<file path="src/rtl/r2e_pkg.sv">
// Package for the rotation-to-Euler block: payload structs, CORDIC angle table,
// and fixed-point constants. No dependencies.
package r2e_pkg;

    typedef struct packed {
        logic signed [15:0] r00;
        logic signed [15:0] r10;
        logic signed [15:0] r20;
        logic signed [15:0] r21;
        logic signed [15:0] r22;
        logic signed [15:0] r11;
        logic signed [15:0] r12;
    } r2e_in_t;

    typedef struct packed {
        logic signed [15:0] angle_x;
        logic signed [15:0] angle_y;
        logic signed [15:0] angle_z;
        logic               is_singular;
    } r2e_out_t;

    localparam int ANG_W     = 35;   // radians * 2^30, with headroom
    localparam int VEC_W     = 34;   // CORDIC x/y width after prescale and growth
    localparam int SUMSQ_W   = 32;   // r00^2 + r10^2
    localparam int SY_W      = 16;   // floor sqrt of SUMSQ_W bits
    localparam int MAX_STEPS = 24;
    localparam int OUT_LIMIT = 25736;

    localparam logic signed [ANG_W-1:0] ANG_PI = 35'sd3373259426;

    function automatic logic signed [ANG_W-1:0] atan_lut(input logic [4:0] idx);
        logic signed [ANG_W-1:0] v;
        begin
            case (idx)
                5'd0:    v = 35'sd843314857;
                5'd1:    v = 35'sd497837829;
                5'd2:    v = 35'sd263043837;
                5'd3:    v = 35'sd133525159;
                5'd4:    v = 35'sd67021687;
                5'd5:    v = 35'sd33543516;
                5'd6:    v = 35'sd16775851;
                5'd7:    v = 35'sd8388437;
                5'd8:    v = 35'sd4194283;
                5'd9:    v = 35'sd2097149;
                5'd10:   v = 35'sd1048576;
                5'd11:   v = 35'sd524288;
                5'd12:   v = 35'sd262144;
                5'd13:   v = 35'sd131072;
                5'd14:   v = 35'sd65536;
                5'd15:   v = 35'sd32768;
                5'd16:   v = 35'sd16384;
                5'd17:   v = 35'sd8192;
                5'd18:   v = 35'sd4096;
                5'd19:   v = 35'sd2048;
                5'd20:   v = 35'sd1024;
                5'd21:   v = 35'sd512;
                5'd22:   v = 35'sd256;
                5'd23:   v = 35'sd128;
                default: v = '0;
            endcase
            return v;
        end
    endfunction

    typedef struct packed {
        logic signed [VEC_W-1:0] x;
        logic signed [VEC_W-1:0] y;
        logic signed [ANG_W-1:0] z;
        logic                    zero;
    } r2e_cvec_t;

endpackage

</file>
<file path="src/rtl/r2e_cordic.sv">
// Pipelined vectoring CORDIC atan2: quadrant prestage, STEPS rotation stages (at most MAX_STEPS),
// and a rounding/saturation stage. Depends on r2e_pkg.
module r2e_cordic
    import r2e_pkg::*;
#(
    parameter int STEPS = 14
)
(
    input  logic                clk,
    input  logic                rst_n,
    input  logic                in_valid,
    input  logic signed [17:0]  y_in,
    input  logic signed [17:0]  x_in,
    output logic                out_valid,
    output logic signed [15:0]  angle
);

    localparam int NS = (STEPS > MAX_STEPS) ? MAX_STEPS : STEPS;

    logic [NS+1:0]   v_reg;
    r2e_cvec_t       st_reg [NS+1];
    r2e_cvec_t       pre;
    logic signed [VEC_W-1:0] xs;
    logic signed [VEC_W-1:0] ys;
    logic signed [15:0]      ang_reg;

    // prescale and fold into the right half plane
    always_comb
    begin
        xs       = VEC_W'(x_in) <<< 12;
        ys       = VEC_W'(y_in) <<< 12;
        pre.zero = (x_in == '0) && (y_in == '0);
        if (x_in < 0)
        begin
            pre.x = -xs;
            pre.y = -ys;
            pre.z = (y_in >= 0) ? ANG_PI : -ANG_PI;
        end
        else
        begin
            pre.x = xs;
            pre.y = ys;
            pre.z = '0;
        end
    end

    always_ff @(posedge clk or negedge rst_n)
    begin
        if (!rst_n)
            v_reg[0] <= 1'b0;
        else
            v_reg[0] <= in_valid;
    end

    always_ff @(posedge clk)
    begin
        st_reg[0] <= pre;
    end

    // rotation stages
    for (genvar i = 0; i < NS; i++) begin : g_rot
        r2e_cvec_t nxt;
        always_comb
        begin
            nxt.zero = st_reg[i].zero;
            if (st_reg[i].y >= 0)
            begin
                nxt.x = st_reg[i].x + (st_reg[i].y >>> i);
                nxt.y = st_reg[i].y - (st_reg[i].x >>> i);
                nxt.z = st_reg[i].z + atan_lut(5'(i));
            end
            else
            begin
                nxt.x = st_reg[i].x - (st_reg[i].y >>> i);
                nxt.y = st_reg[i].y + (st_reg[i].x >>> i);
                nxt.z = st_reg[i].z - atan_lut(5'(i));
            end
        end

        always_ff @(posedge clk or negedge rst_n)
        begin
            if (!rst_n)
                v_reg[i+1] <= 1'b0;
            else
                v_reg[i+1] <= v_reg[i];
        end

        always_ff @(posedge clk)
        begin
            st_reg[i+1] <= nxt;
        end
    end

    // round to Q3.13 and saturate
    logic signed [ANG_W-1:0] zr;
    logic signed [ANG_W-1:0] lim;
    logic signed [15:0]      ang_next;
    always_comb
    begin
        zr  = (st_reg[NS].z + ANG_W'(65536)) >>> 17;
        lim = ANG_W'(OUT_LIMIT);
        if (st_reg[NS].zero)
            ang_next = '0;
        else if (zr > lim)
            ang_next = 16'(OUT_LIMIT);
        else if (zr < -lim)
            ang_next = -16'(OUT_LIMIT);
        else
            ang_next = 16'(zr);
    end

    always_ff @(posedge clk or negedge rst_n)
    begin
        if (!rst_n)
            v_reg[NS+1] <= 1'b0;
        else
            v_reg[NS+1] <= v_reg[NS];
    end

    always_ff @(posedge clk)
    begin
        ang_reg <= ang_next;
    end

    assign out_valid = v_reg[NS+1];
    assign angle     = ang_reg;

endmodule

</file>
<file path="config.mk">
export PLATFORM = sky130hd
export DESIGN_NAME = r2e_cordic
export DESIGN_NICKNAME = d
export VERILOG_FILES = /design/src/rtl/r2e_pkg.sv /design/src/rtl/r2e_cordic.sv
export SDC_FILE = /design/constraint.sdc
export NUM_CORES = 2
export LEC_CHECK = 0
export BUFFER_PORTS_ARGS = -buffer_cell sky130_fd_sc_hd__buf_2
export CAP_MARGIN = 20
export CORE_MARGIN = 2
export CORE_UTILIZATION = 59
export CTS_CLUSTER_DIAMETER = 120
export DETAILED_ROUTE_END_ITERATION = 6
export GPL_ROUTABILITY_DRIVEN = 0
export GPL_TIMING_DRIVEN = 1
export PLACE_DENSITY = 0.75
export SLEW_MARGIN = 20
export SYNTH_ARGS = -nofsm -noshare
export SYNTH_HDL_FRONTEND = slang
export SYNTH_SLANG_ARGS = --single-unit
</file>
<file path="constraint.sdc">
create_clock -name clk -period 14.5 [get_ports clk]
set_input_delay 0.725 -clock clk [delete_from_list [all_inputs] [get_ports clk]]
set_output_delay 0.725 -clock clk [all_outputs]
set_load 0.01 [all_outputs]
</file>
After elaboration in Yosys (flattened, before gate mapping) --
Memory sizes are Yosys's and may differ from the RTL's. Cells that the tools add are included.
Word-level totals: bits in registers 32, memory bits (writable) 1560, bits of input ports 39, output and inout port bits 17, word-level logic and storage cells 147, memories kept 1
Memory list:
- st_reg | words 15, bits a word 104, rd ports 15, clocked after memory_dff 0, wr ports 15, line r2e_cordic.sv:21 | r2e_cvec_t st_reg [NS+1];
Operators by class: add/subtract/negate cells 86, order comparisons 18, multiplexer cells 18, reductions and logical operators 5
Operator list (number):
- 2-to-1 mux 103 bit | 15
- >= comparator 34 x 1 -> 1 bit, second input constant | 14
- adder 35 x 22 -> 35 bit, second input constant | 2
- subtractor 35 x 22 -> 35 bit, second input constant | 2
- adder 34 x 21 -> 34 bit | 2
- adder 34 x 22 -> 34 bit | 2
- adder 34 x 23 -> 34 bit | 2
- adder 34 x 24 -> 34 bit | 2
- adder 34 x 25 -> 34 bit | 2
- adder 34 x 26 -> 34 bit | 2
- adder 34 x 27 -> 34 bit | 2
- adder 34 x 28 -> 34 bit | 2
- adder 34 x 29 -> 34 bit | 2
- adder 34 x 30 -> 34 bit | 2
- adder 34 x 31 -> 34 bit | 2
- adder 34 x 32 -> 34 bit | 2
- adder 34 x 33 -> 34 bit | 2
- negation 30 -> 34 bit | 2
- subtractor 34 x 21 -> 34 bit | 2
- subtractor 34 x 22 -> 34 bit | 2
- subtractor 34 x 23 -> 34 bit | 2
- subtractor 34 x 24 -> 34 bit | 2
- subtractor 34 x 25 -> 34 bit | 2
- subtractor 34 x 26 -> 34 bit | 2
- other kinds (45) | 54

Longest topological paths before layout --
An unclocked memory read counts as a cell.
word-level depth 5, mapped depth 23, gate-level depth less buffers 22

Worst setup path after synthesis --
OpenSTA, ideal clock, no wires.
kind register to register, start point memory st_reg[4][50] in the netlist's numbering, end point memory st_reg[5][103] in the netlist's numbering, library setup time 0.123 ns, data arrival time 4.831 ns, data required time 14.377 ns, setup slack 9.546 ns, stages on the path, launching flop included 19, buffers on the path 0, period minus slack after synthesis 4.954 ns, cells stage by stage dfxtp_1 or4_4 or4_4 or2_4 or4_4 or4_4 nand2_1 xnor2_1 ha_1 a21o_1 a21oi_1 o21ai_0 and3_1 a221o_1 nor2_1 nor3_1 a2111oi_0 a21oi_1 xor2_1
RTL lines (line):
- start: declaration | r2e_cordic.sv:21

==> out/results.tsv <==
stage	metric	value	unit
flow_run	Max-Cap Viols	0	
floorplanning	Row Count	141	
clocking	Inserted Clock Buffers	137	
timing	fin crit share	37.8	%
detailed_routing	Final ANT Viol Nets	0	
timing	setup TNS	0	ns
setup_path	Worst Setup Start Kind	flop	
timing	clock skew	0.0447	ns
grt	vias in the first global route	71063	
timing	Slew HR	38.5	%
detailed_routing	via-per-instance ratio	6.01	
timing	Fmax	0.182	GHz
setup_path	crit path kind	reg -> reg	
synth	number of flops mapped to enable cells by yosys	0	
clocking	CTS tree	yes	
setup_path	beginning of the critical path	st_reg[5][75]	
layout	most common cell after layout, fill and taps aside	dfxtp_1	
clocking	Max H-tree Level	4	
synth	Async SR Flop Fraction	1.32	%
setup_path	Worst EP required	15.20	ns
grt	initial antenna violation count	1	
timing	setup violators final	0	
timing	worst setup margin	9.02	ns
layout	area occupied by multi-input gates	61100	sq um
detailed_routing	Total Wirelength	218000	um
synth	Synth Register Bits	1215	
synth	Distinct cells, synth	93	
setup_path	WP data arrival	6.19	ns
detailed_routing	drt first pass iters	6	
timing	final max-slew violation count	0	
layout	Filler cells	12328	
synth	Mapped Area	87900	sq um
placed_design	DP Worst Slack	9.06	ns
timing	Worst-Margin Slew	0.922	ns
synth	sequential cell area fraction in the yosys report	27.8	%
synth	Cells after Synth	10402	
clocking	Longest Clk Path Bufs	3	
floorplanning	Die Area	152000	sq um
grt	largest net degree at the start of global routing	75	
synth	top_reg_cell synth	dfxtp_1	
timing	Tmin final	5.48	ns
detailed_routing	# DRC	0	
timing	RSZ-0062 raised after global routing	no	
synth	largest area contributor in the netlist	dfxtp_1	
layout	storage element area	24400	sq um
detailed_routing	via count	75172	
clocking	Clock Latency Late Sink	0.78	ns
placed_design	port bufs	55	
floorplanning	Die W	390	um
layout	Nets	11608	
clocking	Post-CTS Setup Bufs	0	
clocking	clock root buffer	clkbuf_16	
grt	remaining global-route overflow	0	
detailed_routing	DRT iter0 DRCs	5100	
floorplanning	Die Y	390	um
min_path	min-delay src	in_valid	
run_status	status	complete, no violations	
layout	max reg flops	1183	
min_path	type of the most critical hold path	in -> reg	
grt	total track usage	27.5	%
synth	syn avg cell area	8.45	sq um
timing	Hold Fails Final Rpt	0	
floorplanning	I/O pins	56	
synth	top cells by area, synth	dfxtp_1 27%, ha_1 15%, xnor2_1 9.6%, xor2_1 5.4%, a21oi_1 5.1%	
synth	Syn. warnings	0	
layout	area grow syn2layout	8.16	%
placed_design	dpl hpwl	174000	um
setup_path	Setup crit end kind	flop	
floorplanning	Initial Utilization	59.5	%
setup_path	Worst Path Max Fanout	6	
layout	fraction of layout cells with a size suffix above 1	4.13	%
setup_path	FF-to-FF Start	st_reg[5][75]	
detailed_routing	routed len/inst	17.4	um
clocking	clock sink total	1215	
grt	first-pass GRT wire length	352000	um
floorplanning	Placeable Area	148000	sq um
synth	top cell type's share of synthesized area	27.3	%
clocking	clk slew on worst S/H paths	0.06	ns
layout	commonest non-fill, non-tap cells in the layout	1187 x dfxtp_1, 1085 x ha_1, 959 x xnor2_1	
==> final timing paths <==
| kind | endpoint | slack, ns | cells after the start |
|---|---|---|---|
| max in group asynchronous | v_reg[4] | 13.83 | 2 |
| min in group asynchronous | v_reg[1] | 0.40 | 2 |
| worst max-delay path | st_reg[6][68] | 9.02 | 21 |
| worst min register to register | st_reg[6][2] | 0.32 | 0 |
| worst max register to register | st_reg[6][68] | 9.02 | 21 |
| worst min-delay path | v_reg[0] | 0.07 | 1 |
==> kinds of logic after synthesis <==
| kind of cell | Yosys count | synth area share, % |
|---|---|---|
| AOI/OAI and AO/OA | 3111 | 22.6 |
| adders and majority gates | 1126 | 16.2 |
| other | 1 | 0.00427 |
| DFF | 1215 | 27.8 |
| buffers and inverters | 695 | 2.98 |
| xor gates and xnor gates | 1497 | 14.9 |
| and+or+nand+nor | 2734 | 15.3 |
| muxes | 23 | 0.263 |
==> layout make-up <==
class / count / area share, %
multi-input combinational: 8550 / 64.3
sequential: 1215 / 25.7
clock buffer: 172 / 3.93
tap: 1930 / 2.54
inverter: 477 / 1.88
clock inverter: 78 / 1.21
timing repair buffer: 77 / 0.466
antenna: 5 / 0.0132
==> per-stage QoR <==
step | hold slack, ns | instances | utilization, % | cell area, sq um
after global placement | 0.310 | 12248 | 61.0 | 90100
after floorplan | 0.310 | 10460 | - | 88100
final | 0.0656 | 12504 | 64.3 | 95100
after detailed placement | 0.312 | 12248 | 61.0 | 90100
after global routing | 0.0363 | 12502 | 64.3 | 95100
after CTS | 0.0185 | 12499 | 64.3 | 95000
==> layer usage <==
layer  GRT usage, %  vias to the layer above  share of wire (%)
met1           33.9                    35183                 43
met4           9.87                        0                3.5
met5              0                        -                  0
li1               -                    37470                  -
met3           3.82                      449                5.2
met2           48.7                     2070                 48
==> worst max-delay path, stage by stage (launching register included) <==
cell and delay [ns]:
dfxtp_1 0.36, inv_1 0.15, ha_1 0.19, nand2_1 0.10, or4_1 0.48, or3_1 0.46
or4_1 0.48, o41ai_1 0.32, xor2_1 0.18, ha_1 0.31, inv_1 0.10, o21bai_1 0.08
a21o_1 0.18, a21oi_1 0.14, nor2b_1 0.06, a211oi_1 0.39, o21ai_0 0.26, o31a_1 0.36
o2111ai_1 0.20, nand3_1 0.12, o41ai_1 0.33, xnor2_1 0.16
==> synthesized netlist by cell type, types with 65 or more instances <==
| cell type | n |
|---|---|
| dfxtp_1 | 1199 |
| inv_1 | 474 |
| xnor2_1 | 959 |
| nor3_1 | 201 |
| nand2_1 | 686 |
| clkbuf_1 | 174 |
| xor2_1 | 538 |
| ha_1 | 1085 |
| o21a_1 | 131 |
| a31oi_1 | 84 |
| or4_1 | 70 |
| and3_1 | 89 |
| o21ai_0 | 676 |
| o21bai_1 | 139 |
| nor2b_1 | 160 |
| a21o_1 | 418 |
| a211oi_1 | 69 |
| o41ai_1 | 83 |
| nor2_1 | 709 |
| nor4_1 | 65 |
| o31ai_1 | 179 |
| or3_1 | 138 |
| nand2b_1 | 176 |
| a21oi_1 | 895 |
| nand3_1 | 189 |
==> what timing repair did <==
item,4_1_cts,5_1_grt
endpoints found under the hold margin,16,0
gates resized for setup,0,0
hold buffers,1,0
setup endpoints to repair,0,0
Power is left out: the tool's default activity adds up to more than one toggle a clock period on the data nets, which glitch-free logic cannot reach.
